**src/hw/rtl/fks_pkg.sv**
```systemverilog
`default_nettype none
package fks_pkg;

  localparam int unsigned FRAMES_PER_SUPERFRAME_DEF = 18;

  localparam int unsigned ROW_W     = 24;
  localparam int unsigned WORD_W    = 64;
  localparam int unsigned HALF_W    = WORD_W / 2;
  localparam int unsigned CFG_IDX_W = 3;
  localparam int unsigned KEY_SZ_W  = 2;
  localparam int unsigned SFC_W     = 64;
  localparam int unsigned POS_FLD_W = 8;

  localparam logic [WORD_W-1:0] SEED_GOLDEN = 64'h9E37_79B9_7F4A_7C15;
  localparam logic [WORD_W-1:0] MIX_MUL_1   = 64'hBF58_476D_1CE4_E5B9;
  localparam logic [WORD_W-1:0] MIX_MUL_2   = 64'h94D0_49BB_1331_11EB;
  localparam logic [WORD_W-1:0] KEY5_MASK   = 64'h0000_00FF_FFFF_FFFF;

  typedef enum logic [CFG_IDX_W-1:0] {
    CFG_ENABLE   = 3'd0,
    CFG_KEY_SIZE = 3'd1,
    CFG_KEY_A    = 3'd2,
    CFG_KEY_B    = 3'd3,
    CFG_KEY_C    = 3'd4,
    CFG_KEY_D    = 3'd5
  } cfg_idx_t;

  typedef enum logic [KEY_SZ_W-1:0] {
    KEY_NONE = 2'd0,
    KEY_5B   = 2'd1,
    KEY_16B  = 2'd2,
    KEY_32B  = 2'd3
  } key_size_t;

  typedef enum logic {
    OP_SCRAMBLE = 1'b0,
    OP_RESET    = 1'b1
  } op_t;

  typedef enum logic [1:0] {
    ST_IDLE,
    ST_MIX1,
    ST_MIX2,
    ST_DONE
  } fks_state_t;

endpackage
`default_nettype wire

```
**src/hw/rtl/fks_if.sv**
```systemverilog
`default_nettype none
interface fks_in_if import fks_pkg::*; ();
  logic             valid;
  logic             ready;
  logic             op;
  logic             slot;
  logic [ROW_W-1:0] row_a_in;
  logic [ROW_W-1:0] row_b_in;
  logic [ROW_W-1:0] row_c_in;

  modport source (output valid, op, slot, row_a_in, row_b_in, row_c_in, input ready);
  modport sink   (input valid, op, slot, row_a_in, row_b_in, row_c_in, output ready);
endinterface

interface fks_out_if import fks_pkg::*; ();
  logic             valid;
  logic             ready;
  logic [ROW_W-1:0] row_a_out;
  logic [ROW_W-1:0] row_b_out;
  logic [ROW_W-1:0] row_c_out;

  modport source (output valid, row_a_out, row_b_out, row_c_out, input ready);
  modport sink   (input valid, row_a_out, row_b_out, row_c_out, output ready);
endinterface
`default_nettype wire

```
**src/hw/rtl/fks_mul64.sv**
```systemverilog
`default_nettype none
// Low 64 bits of a 64 x 64 product from one 32 x 32 multiplier.
// Three partial products are formed on consecutive cycles; the high-by-high
// term never reaches the low word and is skipped.
module fks_mul64 import fks_pkg::*; (
  input  wire logic              clk,
  input  wire logic              rst_n,
  input  wire logic              start,
  input  wire logic [WORD_W-1:0] op_a,
  input  wire logic [WORD_W-1:0] op_b,
  output logic      [WORD_W-1:0] result,
  output logic                   done
);

  logic [WORD_W-1:0] a_r, a_nxt;
  logic [WORD_W-1:0] b_r, b_nxt;
  logic [WORD_W-1:0] prod_r, prod_nxt;
  logic [WORD_W-1:0] acc_r, acc_nxt;
  logic [1:0]        cnt_r, cnt_nxt;
  logic              busy_r, busy_nxt;
  logic              done_r, done_nxt;
  logic [HALF_W-1:0] mul_x, mul_y;

  always_comb begin
    unique case (cnt_r)
      2'd0:    begin mul_x = a_r[HALF_W-1:0];      mul_y = b_r[HALF_W-1:0];      end
      2'd1:    begin mul_x = a_r[HALF_W-1:0];      mul_y = b_r[WORD_W-1:HALF_W]; end
      default: begin mul_x = a_r[WORD_W-1:HALF_W]; mul_y = b_r[HALF_W-1:0];      end
    endcase
  end

  always_comb begin
    a_nxt    = a_r;
    b_nxt    = b_r;
    prod_nxt = prod_r;
    acc_nxt  = acc_r;
    cnt_nxt  = cnt_r;
    busy_nxt = busy_r;
    done_nxt = 1'b0;
    if (start) begin
      a_nxt    = op_a;
      b_nxt    = op_b;
      cnt_nxt  = 2'd0;
      busy_nxt = 1'b1;
    end else if (busy_r) begin
      if (cnt_r != 2'd3) begin
        prod_nxt = {{HALF_W{1'b0}}, mul_x} * {{HALF_W{1'b0}}, mul_y};
      end
      // Each product registered in prod_r is folded into acc_r in the cycle after.
      if (cnt_r == 2'd1) begin
        acc_nxt = prod_r;
      end else if (cnt_r != 2'd0) begin
        acc_nxt = acc_r + {prod_r[HALF_W-1:0], {HALF_W{1'b0}}};
      end
      cnt_nxt = cnt_r + 2'd1;
      if (cnt_r == 2'd3) begin
        busy_nxt = 1'b0;
        done_nxt = 1'b1;
      end
    end
  end

  always_ff @(posedge clk) begin
    if (!rst_n) begin
      busy_r <= 1'b0;
      done_r <= 1'b0;
      cnt_r  <= 2'd0;
    end else begin
      busy_r <= busy_nxt;
      done_r <= done_nxt;
      cnt_r  <= cnt_nxt;
    end
  end

  always_ff @(posedge clk) begin
    a_r    <= a_nxt;
    b_r    <= b_nxt;
    prod_r <= prod_nxt;
    acc_r  <= acc_nxt;
  end

  assign result = acc_r;
  assign done   = done_r;

endmodule
`default_nettype wire

```
**src/hw/rtl/frame_keystream_scrambler.sv**
```systemverilog
`default_nettype none
// Channel  Direction  Payload                                   Handshake
// in_ch    in         op, slot, row_a_in, row_b_in, row_c_in    valid / ready
// out_ch   out        row_a_out, row_b_out, row_c_out           valid / ready
// cfg_*    in         cfg_index, cfg_wdata                      cfg_we, no wait
//
// A scramble transaction runs ST_MIX1 and ST_MIX2, then hands its result to the
// output register from ST_DONE. Each of the two finalizer multiplies forms three
// 32 x 32 partial products through the shared multiplier, then the last add.
// Reset ops and pass-through frames go straight to ST_DONE. A result waits in the
// output register while the next transaction runs; one that finds it full stalls.
// Synchronous active-low reset clears state, counters, keys and output valid.
module frame_keystream_scrambler import fks_pkg::*; #(
  parameter int unsigned FRAMES_PER_SUPERFRAME = FRAMES_PER_SUPERFRAME_DEF
) (
  input  wire logic                 clk,
  input  wire logic                 rst_n,
  fks_in_if.sink                    in_ch,
  fks_out_if.source                 out_ch,
  input  wire logic                 cfg_we,
  input  wire logic [CFG_IDX_W-1:0] cfg_index,
  input  wire logic [WORD_W-1:0]    cfg_wdata
);

  localparam int unsigned POS_W = $clog2(FRAMES_PER_SUPERFRAME);

  fks_state_t        state_r, state_nxt;

  logic              enable_r;
  key_size_t         key_size_r;
  logic [WORD_W-1:0] key_a_r, key_b_r, key_c_r, key_d_r;

  logic [POS_W-1:0]  pos_r [2];
  logic [SFC_W-1:0]  sfc_r [2];
  logic [POS_W-1:0]  pos_nxt [2];
  logic [SFC_W-1:0]  sfc_nxt [2];

  logic              slot_r, slot_nxt;
  logic [ROW_W-1:0]  res_a_r, res_b_r, res_c_r;
  logic [ROW_W-1:0]  res_a_nxt, res_b_nxt, res_c_nxt;
  logic [ROW_W-1:0]  out_a_r, out_b_r, out_c_r;
  logic [ROW_W-1:0]  out_a_nxt, out_b_nxt, out_c_nxt;
  logic              out_valid_r, out_valid_nxt;

  logic              in_fire;
  logic              bypass;
  logic [WORD_W-1:0] fold;
  logic [WORD_W-1:0] seed_word;
  logic [WORD_W-1:0] mix0;
  logic [WORD_W-1:0] mul_a, mul_b, mul_res;
  logic              mul_start, mul_done;
  logic [WORD_W-1:0] r_val;
  logic [POS_W:0]    pos_inc;

  fks_mul64 u_mul (
    .clk    (clk),
    .rst_n  (rst_n),
    .start  (mul_start),
    .op_a   (mul_a),
    .op_b   (mul_b),
    .result (mul_res),
    .done   (mul_done)
  );

  always_comb begin
    unique case (key_size_r)
      KEY_5B:  fold = key_a_r & KEY5_MASK;
      KEY_16B: fold = key_a_r ^ key_b_r;
      KEY_32B: fold = key_a_r ^ key_b_r ^ key_c_r ^ key_d_r;
      default: fold = '0;
    endcase
  end

  assign in_ch.ready = (state_r == ST_IDLE);
  assign in_fire   = in_ch.valid && in_ch.ready;
  assign bypass    = !enable_r || (key_size_r == KEY_NONE);
  assign seed_word = SEED_GOLDEN ^ fold
                   ^ {sfc_r[in_ch.slot][SFC_W-POS_FLD_W-1:0],
                      POS_FLD_W'(pos_r[in_ch.slot])};
  assign mix0      = seed_word ^ (seed_word >> 30);
  assign r_val     = mul_res ^ (mul_res >> 31);
  assign pos_inc   = {1'b0, pos_r[slot_r]} + (POS_W+1)'(1);

  always_comb begin
    state_nxt     = state_r;
    slot_nxt      = slot_r;
    res_a_nxt     = res_a_r;
    res_b_nxt     = res_b_r;
    res_c_nxt     = res_c_r;
    out_a_nxt     = out_a_r;
    out_b_nxt     = out_b_r;
    out_c_nxt     = out_c_r;
    out_valid_nxt = out_valid_r;
    pos_nxt       = pos_r;
    sfc_nxt       = sfc_r;
    mul_start     = 1'b0;
    mul_a         = mix0;
    mul_b         = MIX_MUL_1;

    if (out_valid_r && out_ch.ready) begin
      out_valid_nxt = 1'b0;
    end

    unique case (state_r)
      ST_IDLE: begin
        if (in_fire) begin
          slot_nxt  = in_ch.slot;
          res_a_nxt = in_ch.row_a_in;
          res_b_nxt = in_ch.row_b_in;
          res_c_nxt = in_ch.row_c_in;
          if (op_t'(in_ch.op) == OP_RESET) begin
            pos_nxt[in_ch.slot] = '0;
            res_a_nxt = '0;
            res_b_nxt = '0;
            res_c_nxt = '0;
            state_nxt = ST_DONE;
          end else if (bypass) begin
            state_nxt = ST_DONE;
          end else begin
            mul_start = 1'b1;
            state_nxt = ST_MIX1;
          end
        end
      end
      ST_MIX1: begin
        mul_a = mul_res ^ (mul_res >> 27);
        mul_b = MIX_MUL_2;
        if (mul_done) begin
          mul_start = 1'b1;
          state_nxt = ST_MIX2;
        end
      end
      ST_MIX2: begin
        if (mul_done) begin
          res_a_nxt = res_a_r ^ r_val[63:40];
          res_b_nxt = res_b_r ^ r_val[39:16];
          res_c_nxt = res_c_r ^ {r_val[15:0], r_val[63:56]};
          if (pos_inc >= (POS_W+1)'(FRAMES_PER_SUPERFRAME)) begin
            pos_nxt[slot_r] = '0;
            sfc_nxt[slot_r] = sfc_r[slot_r] + SFC_W'(1);
          end else begin
            pos_nxt[slot_r] = pos_inc[POS_W-1:0];
          end
          state_nxt = ST_DONE;
        end
      end
      ST_DONE: begin
        // Hand over once the output register is free or being drained.
        if (!out_valid_r || out_ch.ready) begin
          out_a_nxt     = res_a_r;
          out_b_nxt     = res_b_r;
          out_c_nxt     = res_c_r;
          out_valid_nxt = 1'b1;
          state_nxt     = ST_IDLE;
        end
      end
      default: state_nxt = ST_IDLE;
    endcase
  end

  always_ff @(posedge clk) begin
    if (!rst_n) begin
      state_r     <= ST_IDLE;
      out_valid_r <= 1'b0;
      pos_r       <= '{default: '0};
      sfc_r       <= '{default: '0};
    end else begin
      state_r     <= state_nxt;
      out_valid_r <= out_valid_nxt;
      pos_r       <= pos_nxt;
      sfc_r       <= sfc_nxt;
    end
  end

  always_ff @(posedge clk) begin
    if (!rst_n) begin
      enable_r   <= 1'b1;
      key_size_r <= KEY_NONE;
      key_a_r    <= '0;
      key_b_r    <= '0;
      key_c_r    <= '0;
      key_d_r    <= '0;
    end else if (cfg_we) begin
      case (cfg_idx_t'(cfg_index))
        CFG_ENABLE:   enable_r   <= cfg_wdata[0];
        CFG_KEY_SIZE: key_size_r <= key_size_t'(cfg_wdata[KEY_SZ_W-1:0]);
        CFG_KEY_A:    key_a_r    <= cfg_wdata;
        CFG_KEY_B:    key_b_r    <= cfg_wdata;
        CFG_KEY_C:    key_c_r    <= cfg_wdata;
        CFG_KEY_D:    key_d_r    <= cfg_wdata;
        default:      ;
      endcase
    end
  end

  always_ff @(posedge clk) begin
    slot_r  <= slot_nxt;
    res_a_r <= res_a_nxt;
    res_b_r <= res_b_nxt;
    res_c_r <= res_c_nxt;
    out_a_r <= out_a_nxt;
    out_b_r <= out_b_nxt;
    out_c_r <= out_c_nxt;
  end

  assign out_ch.valid     = out_valid_r;
  assign out_ch.row_a_out = out_a_r;
  assign out_ch.row_b_out = out_b_r;
  assign out_ch.row_c_out = out_c_r;

endmodule
`default_nettype wire
```
**src/flat_wrapper.sv**
```systemverilog
// flat-port wrapper written by rule: the top's interface ports become plain ports
module frame_keystream_scrambler_flat import fks_pkg::*;
#(
  parameter int unsigned FRAMES_PER_SUPERFRAME = FRAMES_PER_SUPERFRAME_DEF
)
  (clk, rst_n, cfg_we, cfg_index, cfg_wdata, in_ch_valid, in_ch_op, in_ch_slot, in_ch_row_a_in, in_ch_row_b_in, in_ch_row_c_in, in_ch_ready, out_ch_valid, out_ch_row_a_out, out_ch_row_b_out, out_ch_row_c_out, out_ch_ready);
  fks_in_if in_ch_i ();
  fks_out_if out_ch_i ();
  input  wire logic clk;
  input  wire logic rst_n;
  input  wire logic cfg_we;
  input  wire logic [CFG_IDX_W-1:0] cfg_index;
  input  wire logic [WORD_W-1:0] cfg_wdata;
  input wire logic [$bits(in_ch_i.valid)-1:0] in_ch_valid;
  input wire logic [$bits(in_ch_i.op)-1:0] in_ch_op;
  input wire logic [$bits(in_ch_i.slot)-1:0] in_ch_slot;
  input wire logic [$bits(in_ch_i.row_a_in)-1:0] in_ch_row_a_in;
  input wire logic [$bits(in_ch_i.row_b_in)-1:0] in_ch_row_b_in;
  input wire logic [$bits(in_ch_i.row_c_in)-1:0] in_ch_row_c_in;
  output wire logic [$bits(in_ch_i.ready)-1:0] in_ch_ready;
  output wire logic [$bits(out_ch_i.valid)-1:0] out_ch_valid;
  output wire logic [$bits(out_ch_i.row_a_out)-1:0] out_ch_row_a_out;
  output wire logic [$bits(out_ch_i.row_b_out)-1:0] out_ch_row_b_out;
  output wire logic [$bits(out_ch_i.row_c_out)-1:0] out_ch_row_c_out;
  input wire logic [$bits(out_ch_i.ready)-1:0] out_ch_ready;
  assign in_ch_i.valid = in_ch_valid;
  assign in_ch_i.op = in_ch_op;
  assign in_ch_i.slot = in_ch_slot;
  assign in_ch_i.row_a_in = in_ch_row_a_in;
  assign in_ch_i.row_b_in = in_ch_row_b_in;
  assign in_ch_i.row_c_in = in_ch_row_c_in;
  assign in_ch_ready = in_ch_i.ready;
  assign out_ch_valid = out_ch_i.valid;
  assign out_ch_row_a_out = out_ch_i.row_a_out;
  assign out_ch_row_b_out = out_ch_i.row_b_out;
  assign out_ch_row_c_out = out_ch_i.row_c_out;
  assign out_ch_i.ready = out_ch_ready;
  frame_keystream_scrambler #(.FRAMES_PER_SUPERFRAME(FRAMES_PER_SUPERFRAME)) u_core (.clk(clk), .rst_n(rst_n), .in_ch(in_ch_i), .out_ch(out_ch_i), .cfg_we(cfg_we), .cfg_index(cfg_index), .cfg_wdata(cfg_wdata));
endmodule
```
**config.mk**
```make
export PLATFORM = sky130hd
export DESIGN_NAME = frame_keystream_scrambler_flat
export DESIGN_NICKNAME = d
export VERILOG_FILES = /design/src/hw/rtl/fks_pkg.sv /design/src/hw/rtl/fks_if.sv /design/src/hw/rtl/fks_mul64.sv /design/src/hw/rtl/frame_keystream_scrambler.sv /design/src/flat_wrapper.sv
export SDC_FILE = /design/constraint.sdc
export NUM_CORES = 2
export LEC_CHECK = 0
export ABC_AREA = 1
export BUFFER_PORTS_ARGS = -buffer_cell sky130_fd_sc_hd__clkbuf_2
export CAP_MARGIN = 20
export CELL_PAD_IN_SITES_DETAIL_PLACEMENT = 1
export CELL_PAD_IN_SITES_GLOBAL_PLACEMENT = 1
export CORE_MARGIN = 2
export CORE_UTILIZATION = 41
export CTS_CLUSTER_DIAMETER = 100
export DETAILED_ROUTE_END_ITERATION = 6
export PLACE_DENSITY = 0.74
export SETUP_SLACK_MARGIN = 0.02
export SYNTH_ARGS = -nofsm -noshare
export SYNTH_HDL_FRONTEND = slang
export SYNTH_SLANG_ARGS = --single-unit
```
**constraint.sdc**
```tcl
create_clock -name clk -period 12.7 [get_ports clk]
set_clock_uncertainty 0.2 [all_clocks]
set_input_delay 0 -clock clk [delete_from_list [all_inputs] [get_ports clk]]
set_output_delay 0 -clock clk [all_outputs]
set_load 0.02 [all_outputs]
```
==> key figures <==
Placed design
  • PortBufs: 219
  • Area after DPL: 70,900 sq um
  • Post-detail-place hpwl: 215,000 um
  • Final RePlAce weighted congestion: 1.00

Floorplan
  • Die width: 409 um
  • I/O Pins: 220
  • Die Area: 168,000 sq um
  • Initial Util: 0.413
  • Core Footprint: 163,000 sq um
  • Cell Rows: 148
  • Die H: 409 um

Timing
  • Final Cycle Share: 0.784
  • RSZ-0062 raised after global routing: no
  • Hold_ws: 0.0671 ns
  • Fmax: 0.100 GHz
  • Slew @ Worst Pin: 1.11 ns
  • Final Critical Period: 9.95 ns
  • Finish-stage setup viols: 0
  • Final Hold Viols: 0
  • Max-slew violation count: 0
  • Max transition margin: 0.258
  • Setup TNS: 0 ns

Run
  • Max Cap Viol: 0

GRT
  • Global-route wire length before repair: 411,000 um
  • Vias in the first global route: 63.6k
  • Grt ovf: 0
  • GRT busiest layer: met2
  • Tot GR Track Use: 0.330
  • Met2 usage: 0.561
  • Met1 Use GR: 0.408
  • Largest net degree at the start of global routing: 178
  • GRT met3 Usage: 0.0497
  • Initial antenna violation count: 13

Synthesis
  • Syn Inst Count: 8,327
  • Synth area leader: fa_1
  • Register area share after synthesis: 0.266
  • Post-synth top cells: nor2_1, inv_1, nand2_1
  • Syn Area/Cell: 8.09 sq um
  • Syn nets: 9,668
  • Synth Flop Type: dfxtp_1
  • Yosys reg bits: 727
  • Area fraction of the dominant cell type after synthesis: 0.241
  • Cell with the most instances after synthesis: nor2_1
  • Synth async-reset ratio: 0
  • Cell Area, Synth: 67,400 sq um
  • Synth area leaders: fa_1, edfxtp_1, dfxtp_1
  • Post-synth EDFFs: 339
  • Warnings from Yosys: 0
  • Distinct cells, synth: 44

Clocking
  • CTS tree: yes
  • Clock Latency Late Sink: 0.73 ns
  • CTS clock-pin slew for the worst setup and hold paths: 0.06 ns
  • CTS Buf Count: 83
  • Clock Sink Count: 727
  • Clock H-tree levels: 3
  • Clock Tree Root: clkbuf_16
  • CTS max path bufs: 3

Routing
  • Vias per cell: 5.37
  • Router iterations before antenna repair: 7
  • Via count: 59.1k
  • Final ANT Viol Nets: 0
  • DR iter-0 viols: 4,854
  • Wire per inst: 25.3 um
  • DRC Markers: 1
  • Detailed Route WL: 278,000 um

Status
  • Status: finished with violations
  • Failing checks: design-rule violations

Setup path
  • CP max-delay cell: nor2_1
  • CP startpoint kind: flip-flop
  • Critical Path Most Common Cell: fa_1
  • Max stage delay on crit path: 0.66 ns
  • CP Max Fanout: 40
  • CP Class: flip-flop to flip-flop
  • CP Capture Type: flip-flop
  • Arrival time worst endpoint: 10.21 ns
  • Req. time, crit path: 12.96 ns

Final layout
  • Fraction of layout cells with a size suffix above 1: 0.0665
  • Area growth, synth to finish: 14.0%
  • Final Instance Area: 76,800 sq um
  • Nets: 10.1k

Min path
  • Hold Path Class: primary input to flip-flop
final cells by class:
cell class	count	area (sq um)
Timing Repair Buffer	613	4830
Clock inverter	40	533
Inverter	1487	5590
Multi-Input combinational cell	5832	42800
Fill cell	19700	86100
Tap cell	2175	2720
Sequential cell	727	17900
Antenna cell	10	25.0
Clock buffer	112	2340
sequential cells by signal, summed over array words and instances, names as in the netlist, 64 cells and up:
| register | cells |
|---|---|
| u_core.key_a_r | 64 |
| u_core.key_b_r | 64 |
| u_core.key_c_r | 64 |
| u_core.key_d_r | 64 |
| u_core.sfc_r | 112 |
| u_core.u_mul.a_r | 64 |
| u_core.u_mul.prod_r | 64 |
| u_core.u_mul.result | 64 |
cells by family after synthesis:
logic type / count (synthesis) / synth area share
DFF: 727 / 0.266
and+or+nand+nor: 3298 / 0.196
xor gates and xnor gates: 381 / 0.0495
adders and majority gates: 1195 / 0.312
buffers and inverters: 1768 / 0.0996
AOI/OAI and AO/OA: 958 / 0.0766
cells in the final DEF (no fill, tap or decap), types with 14 or more instances in the layout:
| cell | Yosys | layout |
|---|---|---|
| fa_1 | 811 | 811 |
| clkbuf_2 | 0 | 217 |
| dlygate4sd3_1 | 0 | 296 |
| nor3_1 | 31 | 28 |
| nor2_1 | 1486 | 1478 |
| ha_1 | 384 | 380 |
| clkinv_1 | 8 | 16 |
| nand2_1 | 1393 | 1393 |
| inv_2 | 24 | 21 |
| nand3_1 | 217 | 217 |
| a21oi_1 | 210 | 209 |
| o211ai_1 | 17 | 17 |
| inv_1 | 1455 | 1455 |
| o21ai_0 | 571 | 551 |
| buf_4 | 7 | 97 |
| clkbuf_16 | 0 | 84 |
| nand3b_1 | 17 | 17 |
| xor2_1 | 138 | 138 |
| clkbuf_1 | 235 | 15 |
| edfxtp_1 | 339 | 339 |
| a22o_1 | 33 | 33 |
| o21ai_1 | 48 | 63 |
| xnor2_1 | 243 | 243 |
| a21o_1 | 14 | 14 |
| clkinv_2 | 0 | 14 |
| nand4_1 | 42 | 42 |
| o21a_1 | 20 | 20 |
| dfxtp_1 | 388 | 388 |
| or2_2 | 69 | 69 |
| o21bai_1 | 16 | 16 |
metal layers:
| layer | vias up | wire [um] |
|---|---|---|
| li1 | 26400 | - |
| met1 | 29900 | 109000 |
| met5 | - | 33 |
| met2 | 2166 | 135000 |
| met4 | 4 | 16600 |
| met3 | 687 | 17600 |
worst paths after layout:
kind	startpoint	endpoint	slack [ns]	cells past startpoint
hold / removal	cfg_wdata[58]	u_core.key_a_r[58]	0.07	4
setup reg to reg	u_core.u_mul.cnt_r[1]	u_core.u_mul.prod_r[60]	2.75	31
setup / recovery	u_core.u_mul.cnt_r[1]	u_core.u_mul.prod_r[60]	2.75	31
hold reg to reg	u_core.res_a_r[10]	u_core.out_ch.row_a_out[10]	0.28	0
repair_timing:
item / in CTS / in global routing
hold buffers: 296 / 0
endpoints found under the setup margin: 0 / 0
buffers inserted: 0 / 0
gates resized for setup: 0 / 0
hold endpoints to repair: 362 / 0
critical path, delay by kind of cell, from the launching register on:
kind            cells  cell delay (ns)
simple gates       11             2.29
compound gates      2             0.57
xor+xnor            1             0.15
fa+ha+maj          10             4.65
flops               1             0.34
buf+inv             7             1.45
through the flow:
| stage | util | setup slack (ns) | instances |
|---|---|---|---|
| after floorplan | - | 4.70 | 8327 |
| after global placement | 0.435 | 2.68 | 10500 |
| after detailed placement | 0.435 | 2.52 | 10500 |
| after CTS | 0.471 | 2.49 | 11000 |
| after global routing | 0.471 | 2.36 | 11000 |
| final | 0.471 | 2.75 | 11000 |
Power is left out: the tool's default activity adds up to more than one toggle a clock period on the data nets, which glitch-free logic cannot reach.
